`src/hdl/wct_pkg.sv`:
```
// ----------------------------------------------------------------------------
// wct_pkg
// Shared types, codes and encoding functions for the watchpoint comparator
// slot table.
// ----------------------------------------------------------------------------
package wct_pkg;

   // controller states
   typedef enum logic [1:0] {
      ST_IDLE,
      ST_SCAN,
      ST_FINISH
   } state_type;

   // request codes
   localparam logic [1:0] REQ_INSERT = 2'd0;
   localparam logic [1:0] REQ_REMOVE = 2'd1;
   localparam logic [1:0] REQ_HIT    = 2'd2;

   // watch kinds
   localparam logic [1:0] KIND_WRITE  = 2'd0;
   localparam logic [1:0] KIND_READ   = 2'd1;
   localparam logic [1:0] KIND_ACCESS = 2'd2;

   // register indexes
   localparam logic [1:0] CSR_ACTIVE_SLOTS = 2'd0;
   localparam logic [1:0] CSR_CORE_PROFILE = 2'd1;

   // core profiles
   localparam logic [1:0] PROFILE_BASE = 2'd0;
   localparam logic [1:0] PROFILE_V8   = 2'd2;

   localparam int unsigned SIZE_SHIFT = 10;
   localparam logic [31:0] V1_SIZE_HALF = 32'(1) << SIZE_SHIFT;
   localparam logic [31:0] V1_SIZE_WORD = 32'(2) << SIZE_SHIFT;
   localparam logic [31:0] V2_DEBUG_EVENT = 32'h0000_0010;

   localparam logic [31:0] V1_FUNC_READ   = 32'd5;
   localparam logic [31:0] V1_FUNC_WRITE  = 32'd6;
   localparam logic [31:0] V1_FUNC_ACCESS = 32'd7;
   localparam logic [31:0] V2_MATCH_ACCESS = 32'd4;
   localparam logic [31:0] V2_MATCH_WRITE  = 32'd5;
   localparam logic [31:0] V2_MATCH_READ   = 32'd6;

   typedef struct packed {
      logic load;
      logic scan;
      logic finish;
   } dp_cmd_type;

   typedef struct packed {
      logic n_zero;
      logic scan_last;
   } dp_status_type;

   function automatic logic [31:0] func_v1(input logic [1:0] kind, input logic [31:0] len,
                                           input logic [1:0] profile);
      logic [31:0] size;
      logic [31:0] res;
      size = '0;
      if (profile != PROFILE_BASE) begin
         if (len <= 32'd1) size = '0;
         else if (len == 32'd2) size = V1_SIZE_HALF;
         else size = V1_SIZE_WORD;
      end
      case (kind)
         KIND_WRITE:  res = V1_FUNC_WRITE | size;
         KIND_READ:   res = V1_FUNC_READ | size;
         KIND_ACCESS: res = V1_FUNC_ACCESS | size;
         default:     res = '0;
      endcase
      return res;
   endfunction

   function automatic logic [31:0] func_v2(input logic [1:0] kind, input logic [31:0] len);
      logic [31:0] match;
      logic [31:0] size;
      logic        bad;
      bad = 1'b0;
      case (kind)
         KIND_WRITE:  match = V2_MATCH_WRITE;
         KIND_READ:   match = V2_MATCH_READ;
         KIND_ACCESS: match = V2_MATCH_ACCESS;
         default: begin
            match = '0;
            bad = 1'b1;
         end
      endcase
      // zero length encodes as one byte, whose size field is zero anyway
      size = {len[22:1], 10'd0};
      return bad ? 32'd0 : (V2_DEBUG_EVENT | match | size);
   endfunction

   // log2 of a one-hot word
   function automatic logic [4:0] log2_onehot(input logic [31:0] v);
      logic [4:0] res;
      res = '0;
      for (int b = 0; b < 32; b++) begin
         if (v[b]) res = res | 5'(b);
      end
      return res;
   endfunction

endpackage

```
`src/hdl/wct_ctrl.sv`:
```
// ----------------------------------------------------------------------------
// wct_ctrl
// Request sequencer: loads a transaction, steps the slot scan and triggers the
// result and table update.
// ----------------------------------------------------------------------------
module wct_ctrl import wct_pkg::*; (
   input  logic          clock,
   input  logic          reset,
   input  logic          start,
   input  dp_status_type status,
   output dp_cmd_type    cmd,
   output logic          busy
);

   state_type state_ff;
   state_type state_in;

   always_ff @(posedge clock) begin
      if (reset) begin
         state_ff <= ST_IDLE;
      end else begin
         state_ff <= state_in;
      end
   end

   always_comb begin
      state_in = state_ff;
      cmd = '0;
      unique case (state_ff)
         ST_IDLE: begin
            if (start) begin
               cmd.load = 1'b1;
               state_in = status.n_zero ? ST_FINISH : ST_SCAN;
            end
         end
         ST_SCAN: begin
            cmd.scan = 1'b1;
            if (status.scan_last) state_in = ST_FINISH;
         end
         ST_FINISH: begin
            cmd.finish = 1'b1;
            state_in = ST_IDLE;
         end
         default: state_in = ST_IDLE;
      endcase
   end

   assign busy = (state_ff != ST_IDLE);

endmodule

```
`src/hdl/wct_datapath.sv`:
```
// ----------------------------------------------------------------------------
// wct_datapath
// Slot table, per-slot scan logic, function word encoding and result
// registers.
// ----------------------------------------------------------------------------
module wct_datapath import wct_pkg::*; #(
   parameter int MAX_SLOTS = 4
) (
   input  logic          clock,
   input  logic          reset,
   input  dp_cmd_type    cmd,
   output dp_status_type status,
   input  logic [2:0]    n_slots,
   input  logic [1:0]    profile,
   input  logic [1:0]    req_type,
   input  logic [1:0]    req_watch_kind,
   input  logic [31:0]   req_watch_addr,
   input  logic [31:0]   req_watch_len,
   input  logic          req_trap_flag,
   input  logic [3:0]    req_matched_bits,
   output logic          rsp_strobe,
   output logic          rsp_ok,
   output logic          rsp_write_enable,
   output logic          rsp_write_mask_enable,
   output logic [1:0]    rsp_target_slot,
   output logic [31:0]   rsp_comparator_word,
   output logic [4:0]    rsp_mask_word,
   output logic [31:0]   rsp_function_word,
   output logic [1:0]    rsp_hit_kind,
   output logic [31:0]   rsp_hit_addr,
   output logic          rsp_clear_trap
);

   localparam int SW = (MAX_SLOTS > 1) ? $clog2(MAX_SLOTS) : 1;

   // slot table
   logic        used_ff [MAX_SLOTS];
   logic [31:0] slot_addr_ff [MAX_SLOTS];
   logic [31:0] slot_len_ff [MAX_SLOTS];
   logic [1:0]  slot_kind_ff [MAX_SLOTS];

   // latched transaction
   logic [1:0]  type_ff;
   logic [1:0]  kind_ff;
   logic [31:0] addr_ff;
   logic [31:0] len_ff;
   logic        trap_ff;
   logic [3:0]  matched_ff;

   // scan state
   logic [SW-1:0] idx_ff;
   logic          found_match_ff;
   logic [SW-1:0] match_idx_ff;
   logic          found_free_ff;
   logic [SW-1:0] free_idx_ff;
   logic          found_hit_ff;
   logic [1:0]    hit_kind_ff;
   logic [31:0]   hit_addr_ff;

   // result registers
   logic        strobe_ff;
   logic        ok_ff, ok_in;
   logic        we_ff, we_in;
   logic        wme_ff, wme_in;
   logic [1:0]  tslot_ff, tslot_in;
   logic [31:0] comp_ff, comp_in;
   logic [4:0]  mask_ff, mask_in;
   logic [31:0] func_ff, func_in;
   logic [1:0]  hkind_ff, hkind_in;
   logic [31:0] haddr_ff, haddr_in;
   logic        clr_ff, clr_in;

   logic        slot_match;
   logic        slot_free;
   logic        slot_hit;
   logic [3:0]  matched_shift;

   logic        is_v2;
   logic        len_pow2;
   logic [31:0] len_dec;
   logic [31:0] func_sel;
   logic        ins_go;
   logic        rem_go;
   logic [SW-1:0] tslot_idx;
   logic [31:0] tslot_wide;

   assign status.n_zero    = (n_slots == 3'd0);
   assign status.scan_last = ((32'(idx_ff) + 32'd1) == 32'(n_slots));

   // per-slot evaluation at the scan index
   assign slot_match = used_ff[idx_ff] && (slot_addr_ff[idx_ff] == addr_ff) &&
                       (slot_len_ff[idx_ff] == len_ff) && (slot_kind_ff[idx_ff] == kind_ff);
   assign slot_free  = !used_ff[idx_ff];
   // slots past the fourth have no matched flag
   assign matched_shift = matched_ff >> idx_ff;
   assign slot_hit   = matched_shift[0] && used_ff[idx_ff];

   always_ff @(posedge clock) begin
      if (cmd.load) begin
         type_ff    <= req_type;
         kind_ff    <= req_watch_kind;
         addr_ff    <= req_watch_addr;
         len_ff     <= req_watch_len;
         trap_ff    <= req_trap_flag;
         matched_ff <= req_matched_bits;
         idx_ff         <= '0;
         found_match_ff <= 1'b0;
         found_free_ff  <= 1'b0;
         found_hit_ff   <= 1'b0;
      end else if (cmd.scan) begin
         idx_ff <= idx_ff + SW'(1);
         if (slot_match && !found_match_ff) begin
            found_match_ff <= 1'b1;
            match_idx_ff   <= idx_ff;
         end
         if (slot_free && !found_free_ff) begin
            found_free_ff <= 1'b1;
            free_idx_ff   <= idx_ff;
         end
         if (slot_hit && !found_hit_ff) begin
            found_hit_ff <= 1'b1;
            hit_kind_ff  <= slot_kind_ff[idx_ff];
            hit_addr_ff  <= slot_addr_ff[idx_ff];
         end
      end
   end

   // result decode
   assign is_v2    = (profile == PROFILE_V8);
   assign len_dec  = len_ff - 32'd1;
   assign len_pow2 = (len_ff != 32'd0) && ((len_ff & len_dec) == 32'd0);

   always_comb begin
      if (is_v2) func_sel = func_v2(kind_ff, len_ff);
      else if (len_pow2) func_sel = func_v1(kind_ff, len_ff, profile);
      else func_sel = '0;
   end

   assign ins_go = (type_ff == REQ_INSERT) && !found_match_ff && found_free_ff &&
                   (func_sel != 32'd0);
   assign rem_go = (type_ff == REQ_REMOVE) && found_match_ff;

   always_comb begin
      ok_in     = 1'b0;
      we_in     = 1'b0;
      wme_in    = 1'b0;
      tslot_idx = '0;
      comp_in   = '0;
      mask_in   = '0;
      func_in   = '0;
      hkind_in  = KIND_ACCESS;
      haddr_in  = '0;
      clr_in    = 1'b0;
      case (type_ff)
         REQ_INSERT: begin
            if (found_match_ff) begin
               ok_in = 1'b1;
            end else if (ins_go) begin
               ok_in     = 1'b1;
               we_in     = 1'b1;
               tslot_idx = free_idx_ff;
               func_in   = func_sel;
               // align down when the length is a power of two of two or more
               if (len_pow2 && (len_ff >= 32'd2)) comp_in = addr_ff & ~len_dec;
               else comp_in = addr_ff;
               if (!is_v2) begin
                  wme_in  = 1'b1;
                  mask_in = log2_onehot(len_ff);
               end
            end
         end
         REQ_REMOVE: begin
            ok_in = 1'b1;
            if (found_match_ff) begin
               we_in     = 1'b1;
               wme_in    = 1'b1;
               tslot_idx = match_idx_ff;
            end
         end
         REQ_HIT: begin
            if (!status.n_zero && trap_ff) begin
               clr_in = 1'b1;
               if (found_hit_ff) begin
                  ok_in    = 1'b1;
                  hkind_in = hit_kind_ff;
                  haddr_in = hit_addr_ff;
               end
            end
         end
         default: ok_in = 1'b0;
      endcase
   end

   assign tslot_wide = 32'(tslot_idx);
   assign tslot_in   = tslot_wide[1:0];

   always_ff @(posedge clock) begin
      if (reset) begin
         strobe_ff <= 1'b0;
      end else begin
         strobe_ff <= cmd.finish;
      end
   end

   always_ff @(posedge clock) begin
      if (cmd.finish) begin
         ok_ff    <= ok_in;
         we_ff    <= we_in;
         wme_ff   <= wme_in;
         tslot_ff <= tslot_in;
         comp_ff  <= comp_in;
         mask_ff  <= mask_in;
         func_ff  <= func_in;
         hkind_ff <= hkind_in;
         haddr_ff <= haddr_in;
         clr_ff   <= clr_in;
      end
   end

   // table update; contents of free slots are never looked at
   always_ff @(posedge clock) begin
      if (reset) begin
         for (int i = 0; i < MAX_SLOTS; i++) used_ff[i] <= 1'b0;
      end else if (cmd.finish) begin
         if (ins_go) used_ff[free_idx_ff] <= 1'b1;
         else if (rem_go) used_ff[match_idx_ff] <= 1'b0;
      end
   end

   always_ff @(posedge clock) begin
      if (cmd.finish && ins_go) begin
         slot_addr_ff[free_idx_ff] <= addr_ff;
         slot_len_ff[free_idx_ff]  <= len_ff;
         slot_kind_ff[free_idx_ff] <= kind_ff;
      end
   end

   assign rsp_strobe            = strobe_ff;
   assign rsp_ok                = ok_ff;
   assign rsp_write_enable      = we_ff;
   assign rsp_write_mask_enable = wme_ff;
   assign rsp_target_slot       = tslot_ff;
   assign rsp_comparator_word   = comp_ff;
   assign rsp_mask_word         = mask_ff;
   assign rsp_function_word     = func_ff;
   assign rsp_hit_kind          = hkind_ff;
   assign rsp_hit_addr          = haddr_ff;
   assign rsp_clear_trap        = clr_ff;

endmodule

```
`src/hdl/watchpoint_comparator_table.sv`:
```
// A request is taken when start is high and busy is low. The table is scanned
// one slot per cycle over the active slots n (active_slots capped at
// MAX_SLOTS), and skipped when n is zero. The result is registered after the
// finish state and appears on the rsp_ ports with rsp_strobe high for one
// cycle; busy drops in that same cycle, so a new request can already be taken.
// The result cannot be held off by the receiver and must be captured in its
// strobe cycle. Write the csr_ registers only while busy is low.
// ----------------------------------------------------------------------------
// watchpoint_comparator_table
// Data watchpoint comparator slot allocator: insert, remove and hit check
// against a small slot table, with configuration registers.
// ----------------------------------------------------------------------------
module watchpoint_comparator_table import wct_pkg::*; #(
   parameter int MAX_SLOTS = 4
) (
   input  logic        clock,
   input  logic        reset,
   input  logic        start,
   output logic        busy,
   input  logic [1:0]  req_type,
   input  logic [1:0]  req_watch_kind,
   input  logic [31:0] req_watch_addr,
   input  logic [31:0] req_watch_len,
   input  logic        req_trap_flag,
   input  logic [3:0]  req_matched_bits,
   output logic        rsp_strobe,
   output logic        rsp_ok,
   output logic        rsp_write_enable,
   output logic        rsp_write_mask_enable,
   output logic [1:0]  rsp_target_slot,
   output logic [31:0] rsp_comparator_word,
   output logic [4:0]  rsp_mask_word,
   output logic [31:0] rsp_function_word,
   output logic [1:0]  rsp_hit_kind,
   output logic [31:0] rsp_hit_addr,
   output logic        rsp_clear_trap,
   input  logic        csr_write_enable,
   input  logic [1:0]  csr_index,
   input  logic [2:0]  csr_write_data
);

   logic [2:0]    active_ff;
   logic [1:0]    profile_ff;
   logic [2:0]    n_slots;
   dp_cmd_type    cmd;
   dp_status_type status;

   always_ff @(posedge clock) begin
      if (reset) begin
         active_ff  <= 3'd4;
         profile_ff <= 2'd1;
      end else if (csr_write_enable) begin
         unique case (csr_index)
            CSR_ACTIVE_SLOTS: active_ff  <= csr_write_data;
            CSR_CORE_PROFILE: profile_ff <= csr_write_data[1:0];
            default: ;
         endcase
      end
   end

   assign n_slots = (32'(active_ff) > MAX_SLOTS) ? 3'(MAX_SLOTS) : active_ff;

   wct_ctrl u_ctrl (
      .clock  (clock),
      .reset  (reset),
      .start  (start),
      .status (status),
      .cmd    (cmd),
      .busy   (busy)
   );

   wct_datapath #(
      .MAX_SLOTS (MAX_SLOTS)
   ) u_datapath (
      .clock                 (clock),
      .reset                 (reset),
      .cmd                   (cmd),
      .status                (status),
      .n_slots               (n_slots),
      .profile               (profile_ff),
      .req_type              (req_type),
      .req_watch_kind        (req_watch_kind),
      .req_watch_addr        (req_watch_addr),
      .req_watch_len         (req_watch_len),
      .req_trap_flag         (req_trap_flag),
      .req_matched_bits      (req_matched_bits),
      .rsp_strobe            (rsp_strobe),
      .rsp_ok                (rsp_ok),
      .rsp_write_enable      (rsp_write_enable),
      .rsp_write_mask_enable (rsp_write_mask_enable),
      .rsp_target_slot       (rsp_target_slot),
      .rsp_comparator_word   (rsp_comparator_word),
      .rsp_mask_word         (rsp_mask_word),
      .rsp_function_word     (rsp_function_word),
      .rsp_hit_kind          (rsp_hit_kind),
      .rsp_hit_addr          (rsp_hit_addr),
      .rsp_clear_trap        (rsp_clear_trap)
   );

endmodule
```
`config.mk`:
```
export PLATFORM = sky130hd
export DESIGN_NAME = watchpoint_comparator_table
export DESIGN_NICKNAME = d
export VERILOG_FILES = /design/src/hdl/wct_pkg.sv /design/src/hdl/wct_ctrl.sv /design/src/hdl/wct_datapath.sv /design/src/hdl/watchpoint_comparator_table.sv
export SDC_FILE = /design/constraint.sdc
export NUM_CORES = 1
export LEC_CHECK = 0
export ABC_AREA = 1
export ABC_CLOCK_PERIOD_IN_PS = 16600
export BUFFER_PORTS_ARGS = -buffer_cell sky130_fd_sc_hd__buf_2
export CORE_MARGIN = 4
export CORE_UTILIZATION = 36
export CTS_CLUSTER_SIZE = 12
export DETAILED_ROUTE_END_ITERATION = 12
export GPL_ROUTABILITY_DRIVEN = 0
export PLACE_DENSITY_LB_ADDON = 0.25
export REMOVE_ABC_BUFFERS = 1
export SLEW_MARGIN = 20
export SYNTH_ARGS = -nofsm -noshare
export SYNTH_HDL_FRONTEND = slang
export SYNTH_HIERARCHICAL = 1
export SYNTH_SLANG_ARGS = --single-unit
```
`constraint.sdc`:
```
create_clock -name clock -period 16.6 [get_ports clock]
set_input_delay 2.49 -clock clock [delete_from_list [all_inputs] [get_ports clock]]
set_output_delay 2.49 -clock clock [all_outputs]
set_load 0.005 [all_outputs]
```
## After elaboration in Yosys (flattened, before gate mapping)

Memories as Yosys holds them, arrays and structs flattened. A register that Yosys moved wholly into a read port is not among the register bits.
Cells that the tools add are included.

- Output and inout port bits: 111
- Word-level logic and storage cells: 444
- Bits in latches: 0
- Bits in registers: 233
- Bits of input ports: 82
- Bits in read-only memories: 0
- Memories kept: 4
- Memory bits (writable): 268

- Shift operators: 1
- Eq/ne operators: 15
- $lt $le $gt $ge: 3
- Div/mod/pow operators: 0
- $add $sub $neg: 3
- Mux-type cells: 336
- Multipliers: 0
- Reduce and logical (&&, ||, !) cells: 49
- Bitwise operators: 5

Memories:

| memory | words | width | rd ports | clocked after Yosys merged registers in | write ports | RTL line | text |
|---|---|---|---|---|---|---|---|
| u_datapath.slot_addr_ff | 4 | 32 | 1 | 1 | 1 | wct_datapath.sv:38 | `logic [31:0] slot_addr_ff [MAX_SLOTS];` |
| u_datapath.slot_len_ff | 4 | 32 | 1 | 1 | 1 | wct_datapath.sv:39 | `logic [31:0] slot_len_ff [MAX_SLOTS];` |
| u_datapath.slot_kind_ff | 4 | 2 | 1 | 1 | 1 | wct_datapath.sv:40 | `logic [1:0] slot_kind_ff [MAX_SLOTS];` |
| u_datapath.used_ff | 4 | 1 | 1 | 1 | 4 | wct_datapath.sv:37 | `logic used_ff [MAX_SLOTS];` |

Operators by type and width:

| operator | number |
|---|---|
| two-way mux 32 bit | 42 |
| two-way mux 5 bit | 153 |
| two-way mux 2 bit | 51 |
| one-hot mux 32 bit (3 select lines) | 1 |
| AND 32 bit | 2 |
| == test 32 bit | 2 |
| two-way mux 1 bit | 64 |
| nonzero test 32 bit | 2 |
| == test 32 x 2 -> 1 bit, second input constant | 1 |
| == test 32 x 3 -> 1 bit | 1 |
| greater-or-equal comparator 32 x 2 -> 1 bit, second input constant | 1 |
| less-or-equal comparator 32 x 1 -> 1 bit, second input constant | 1 |
| zero test 32 bit | 1 |
| two-way mux 4 bit | 8 |
| NOT 32 bit | 1 |
| OR 32 bit | 1 |
| subtractor 32 x 1 -> 32 bit, second input constant | 1 |
| two-way mux 3 bit | 10 |
| nonzero test 2 bit | 9 |
| logical AND 1 bit | 15 |
| two-way mux 12 bit | 1 |
| AND reduction 2 bit | 6 |
| one-hot mux 3 bit (3 select lines) | 1 |
| AND reduction 3 bit | 3 |
| other kinds (17) | 34 |

## Depth between registers and ports, before layout

- Depth after elaboration: 188
- Mapped depth: 27
- Gate-level depth less buffers: 26

## Cells and area by module

Netlist, hierarchy kept.

Modules (own cells, without submodules):

| module | seq. area each (um^2) | instances | area each (um^2) | cells each |
|---|---|---|---|---|
| wct_datapath | 14634.0 | 1 | 20395.8 | 1722 |
| watchpoint_comparator_table | 100.1 | 1 | 250.2 | 37 |
| wct_ctrl | 40.0 | 1 | 117.6 | 21 |

## Least setup slack after synthesis

Ideal clock, no wire load.

- Kind: flip-flop to flip-flop
- Start: register u_ctrl.state_ff[1]
- End: memory u_datapath.slot_addr_ff[2][0], enable pin
- Cell stages (with the launch flop): 5
- Path buffers: 0
- Slack: 4.113 ns
- Data arrival time: 11.835 ns
- Data required time: 15.948 ns
- Cell sequence: dfxtp_1 -> inv_1 -> nor2_1 -> inv_1 -> nor4_1

RTL lines:

| element | RTL line | text |
|---|---|---|
| start: declaration | wct_ctrl.sv:15 | `state_type state_ff;` |
| start signal: assignment | wct_ctrl.sv:22 | `state_ff <= state_in;` |
| end: declaration | wct_datapath.sv:38 |  |

## Worst setup path in the final report

- Start: register u_datapath.len_ff[1]
- End: memory u_datapath.slot_kind_ff[3][0], enable pin

- Longest elaborated chain between the ends: 24
- Elaborated cells between the ends (all ways): 32

Ends and longest elaborated chain:

| element | RTL line | text |
|---|---|---|
| start: declaration | wct_datapath.sv:46 | `logic [31:0] len_ff;` |
| start signal: assignment | wct_datapath.sv:103 | `len_ff <= req_watch_len;` |
| == test 32 x 2 -> 1 bit | wct_pkg.sv:63 | `else if (len == 32'd2) size = V1_SIZE_HALF;` |
| two-way mux 12 bit | wct_pkg.sv:63 |  |
| two-way mux 32 bit | wct_pkg.sv:62 | `if (len <= 32'd1) size = '0;` |
| two-way mux 32 bit | wct_pkg.sv:61 | `if (profile != PROFILE_BASE) begin` |
| two-way mux 32 bit | wct_datapath.sv:135 | `else if (len_pow2) func_sel = func_v1(kind_ff, len_ff, profile);` |
| two-way mux 32 bit | wct_datapath.sv:134 | `if (is_v2) func_sel = func_v2(kind_ff, len_ff);` |
| two-way mux 32 bit | wct_pkg.sv:62 |  |
| two-way mux 32 bit | wct_pkg.sv:61 |  |
| (+8 left out) | - |  |
| two-way mux 32 bit | wct_datapath.sv:135 |  |
| two-way mux 32 bit | wct_datapath.sv:134 |  |
| two-way mux 32 bit (*) | wct_datapath.sv:134 |  |
| nonzero test 32 bit (*) | wct_datapath.sv:140 | `(func_sel != 32'd0);` |
| logical AND 1 bit (*) | wct_datapath.sv:139 | `assign ins_go = (type_ff == REQ_INSERT) && !found_match_ff && found_free_ff &&` |
| logical AND 1 bit (*) | wct_datapath.sv:231 | `if (cmd.finish && ins_go) begin` |
| two-way mux 1 bit (*) | wct_datapath.sv:231 |  |
| two-way mux 1 bit (implied by the code) (*) | wct_datapath.sv:234 | `slot_kind_ff[free_idx_ff] <= kind_ff;` |
| end: declaration | wct_datapath.sv:40 |  |

Every way passes the cells marked *; elsewhere a longest branch is shown, timed or not. The select of a mux whose other input is x is not followed.

==> impl_metrics.py <==
metrics = {
    "synth": {
        "ys_warn_count": 6,
        "netlist_area_mm2": 0.0208,
        "avgSynthCellArea_um2": 11.7,
        "synth_area_leader_cell": "edfxtp_1",
        "synth.area.top_cells": "edfxtp_1, nand2_1, nor2_1, nand3_1, inv_1",
        "synth_cell_types": 38,
        "synth_top_area_share_pct": 69.7,
        "ys_ff_latch": 497,
        "seq_area_frac_synth_pct": 71.2,
        "synthCells": 1780,
    },
    "setup_path": {
        "critPathArrivalTime_ns": 5.92,
        "crit_path_frequent_cell": "nand2_1",
        "cp_max_fo": 43,
        "cp_top_family": "simple AND/OR/NAND/NOR gates",
        "path_buf_inv": 6,
        "ff2ff_path_depth": 26,
        "max_stage_delay_ns": 0.55,
        "crit_required_ns": 16.82,
        "critical_path_class": "reg -> reg",
        "cp.depth": 26,
        "start_kind": "flop",
        "cp_slowest_cell": "edfxtp_1",
        "end_kind": "flop",
    },
    "status": {
        "status": "finished, final reports clean",
    },
    "power": {
        "seqPwrFrac_pct": 49.3,
        "p_leak_uw": 0.00944,
        "switchingPower_uw": 797,
        "power_frac_comb_pct": 12.5,
        "p_int_uw": 2230,
        "ir_worst_vdd_mv": 0.0885,
        "sw_frac_of_total_pct": 26.4,
        "p_per_area_mw_per_mm2": 125,
        "p_clk_share_pct": 38.2,
    },
    "hold_path": {
        "hp-class": "reg -> reg",
        "hold_path_depth": 2,
    },
    "sta": {
        "fmax_ghz": 0.176,
        "tns_ns": 0,
        "clock_skew_ns": 0.0233,
        "setup_ws_ns": 10.90,
        "period_needed_ns": 5.70,
        "rsz0062_at_grt": "false",
        "drv_slew": 0,
        "max_slew_margin_pct": 25.8,
        "finalCritPeriodShare_pct": 34.3,
        "setup_viol": 0,
        "tightest_slew_ns": 1.11,
        "finalHoldViolCount": 0,
    },
    "clock_tree": {
        "tritoncts": "built",
        "htree_num_levels": 2,
        "postCtsSetupBuffers": 0,
        "cts_hold_buf": 0,
        "cts_root_buffer": "clkbuf_16",
        "clock_sinks": 497,
        "clk_pin_slew_ns": 0.06,
        "numCtsBuffers": 53,
        "cts_resized": 0,
        "clk_path_buf_depth": 3,
        "worstSkewPairLatency_ns": 0.60,
    },
    "finish": {
        "final_cell_mix": "edfxtp_1, nand2_1, nor2_1",
        "fillers": 5317,
        "fin_cells": 2774,
        "area_growth_pct": 16.3,
        "drive_gt1_share_pct": 16.5,
        "nNetsFinal": 2103,
        "mostFrequentLayoutCell": "edfxtp_1",
    },
    "global_routing": {
        "grt.total_usage_pct": 17.9,
        "grt_first_pass_wirelength_mm": 81.8,
        "grt.overflow.total": 0,
        "grt_pass1_vias": 12700,
        "grt_max_degree": 71,
        "antenna_found_initial": 2,
    },
    "flow_run": {
        "maxCapViolations": 0,
    },
    "place": {
        "portBuffers": 186,
        "dpl.cell_count": 2681,
        "dp_hpwl_mm": 37.0,
        "pre_cts_ws_ns": 10.86,
    },
    "floorplanning": {
        "dieArea_mm2": 0.0616,
        "start_util_pct": 36.6,
        "fp.dieH_um": 248,
        "pin_count": 193,
        "die_x_um": 248,
        "rows": 87,
        "coreArea_mm2": 0.0567,
    },
    "route": {
        "firstDrtPassIters": 5,
        "routed_via_density": 4.93,
        "avgRoutedWirePerCell_um": 20.3,
        "via_count": 13700,
        "drt_iter0_markers": 1413,
        "drt-total-wl_mm": 56.2,
        "ant_nets": 0,
        "drc": 0,
    },
}
[stage by stage]
stage	utilization (%)	total power, µW	cell area (µm²)	hold WS (ns)
finish	42.6	3020	24200	0.471
global route	42.6	3160	24200	0.507
CTS	42.6	3060	24100	0.474
detailed placement	39.6	1900	22500	0.466
global placement	39.6	1890	22500	0.459
floorplan	-	1740	20400	0.444
[final timing paths]
path,from,endpoint,slack [ns]
min,u_datapath/found_match_ff,u_datapath/found_match_ff,0.47
max reg2reg,u_datapath/len_ff[1],u_datapath/slot_kind_ff[3][0],10.90
max,u_datapath/len_ff[1],u_datapath/slot_kind_ff[3][0],10.90
min reg2reg,u_datapath/found_match_ff,u_datapath/found_match_ff,0.47
[synth_stat cells (all sizes together)]
cell,number
clkinv,1
nand3,152
dfxtp,15
conb,1
o2111ai,5
o21ai,73
o22ai,12
nor3b,1
nor2,210
nor4,7
a211oi,1
inv,178
ha,41
xor2,13
nand4,24
edfxtp,482
nand2,455
o32ai,1
a21oi,13
nor3,14
o311ai,1
or2,8
xnor2,5
nand3b,3
clkbuf,8
buf,56
[sequential cells by signal (all words and copies together) (netlist names), 4 cells and up, named ones only]
signal and count:
u_datapath/hit_addr_ff 32, u_datapath/slot_kind_ff 8, u_datapath/used_ff 4, u_datapath/rsp_mask_word 5, u_datapath/rsp_hit_addr 32, u_datapath/rsp_function_word 26
u_datapath/slot_addr_ff 128, u_datapath/rsp_comparator_word 32, u_datapath/slot_len_ff 128, u_datapath/len_ff 32, u_datapath/addr_ff 32, u_datapath/matched_ff 4
[worst reg2reg max path: cells and delay by family (launching register included)]
kind                       cells  cell delay [ns]
adders and majority gates      2             0.44
and+or+nand+nor               18             2.58
buffers and inverters          6             1.70
DFF                            1             0.55
[power by group through the flow]
stage          Clock (µW)  Combinational, µW  Sequential (µW)
6_report             1150                377             1490
5_1_grt              1240                425             1500
4_1_cts              1180                382             1490
3_5_place_dp            0                380             1520
3_3_place_gp            0                376             1520
2_1_floorplan           0                235             1510
[area by class of cell]
class / instances / area, µm² / area share [%]
antenna: 1 / 2.50 / 0.0104
clock buffer: 71 / 1400 / 5.81
clock inverter: 21 / 262 / 1.08
inverter: 179 / 677 / 2.80
multi-input combinational: 1045 / 5010 / 20.8
sequential: 497 / 14800 / 61.2
tap: 756 / 946 / 3.92
timing repair buffer: 204 / 1070 / 4.43
[logic make-up (layout without fill, tap and decap cells)]
group | Yosys count | after routing | share of synthesized area [%]
fa+ha+maj | 41 | 41 | 2.47
flops | 497 | 497 | 71.2
buf+inv | 243 | 475 | 5.09
compound gates | 106 | 106 | 2.78
simple gates | 874 | 874 | 17.7
xor+xnor | 18 | 18 | 0.759
other cells | 1 | 7 | 0.0181
[routing by layer]
metal | up-vias | share of wire [%] | track usage [%]
met1 | 6642 | 45 | 26.2
li1 | 6449 | - | -
met3 | 81 | 7.2 | 3.30
met2 | 513 | 46 | 27.7
met5 | - | 0.021 | 0
met4 | 2 | 2.2 | 4.49
Note: power is estimated with default switching activity, not from simulation.
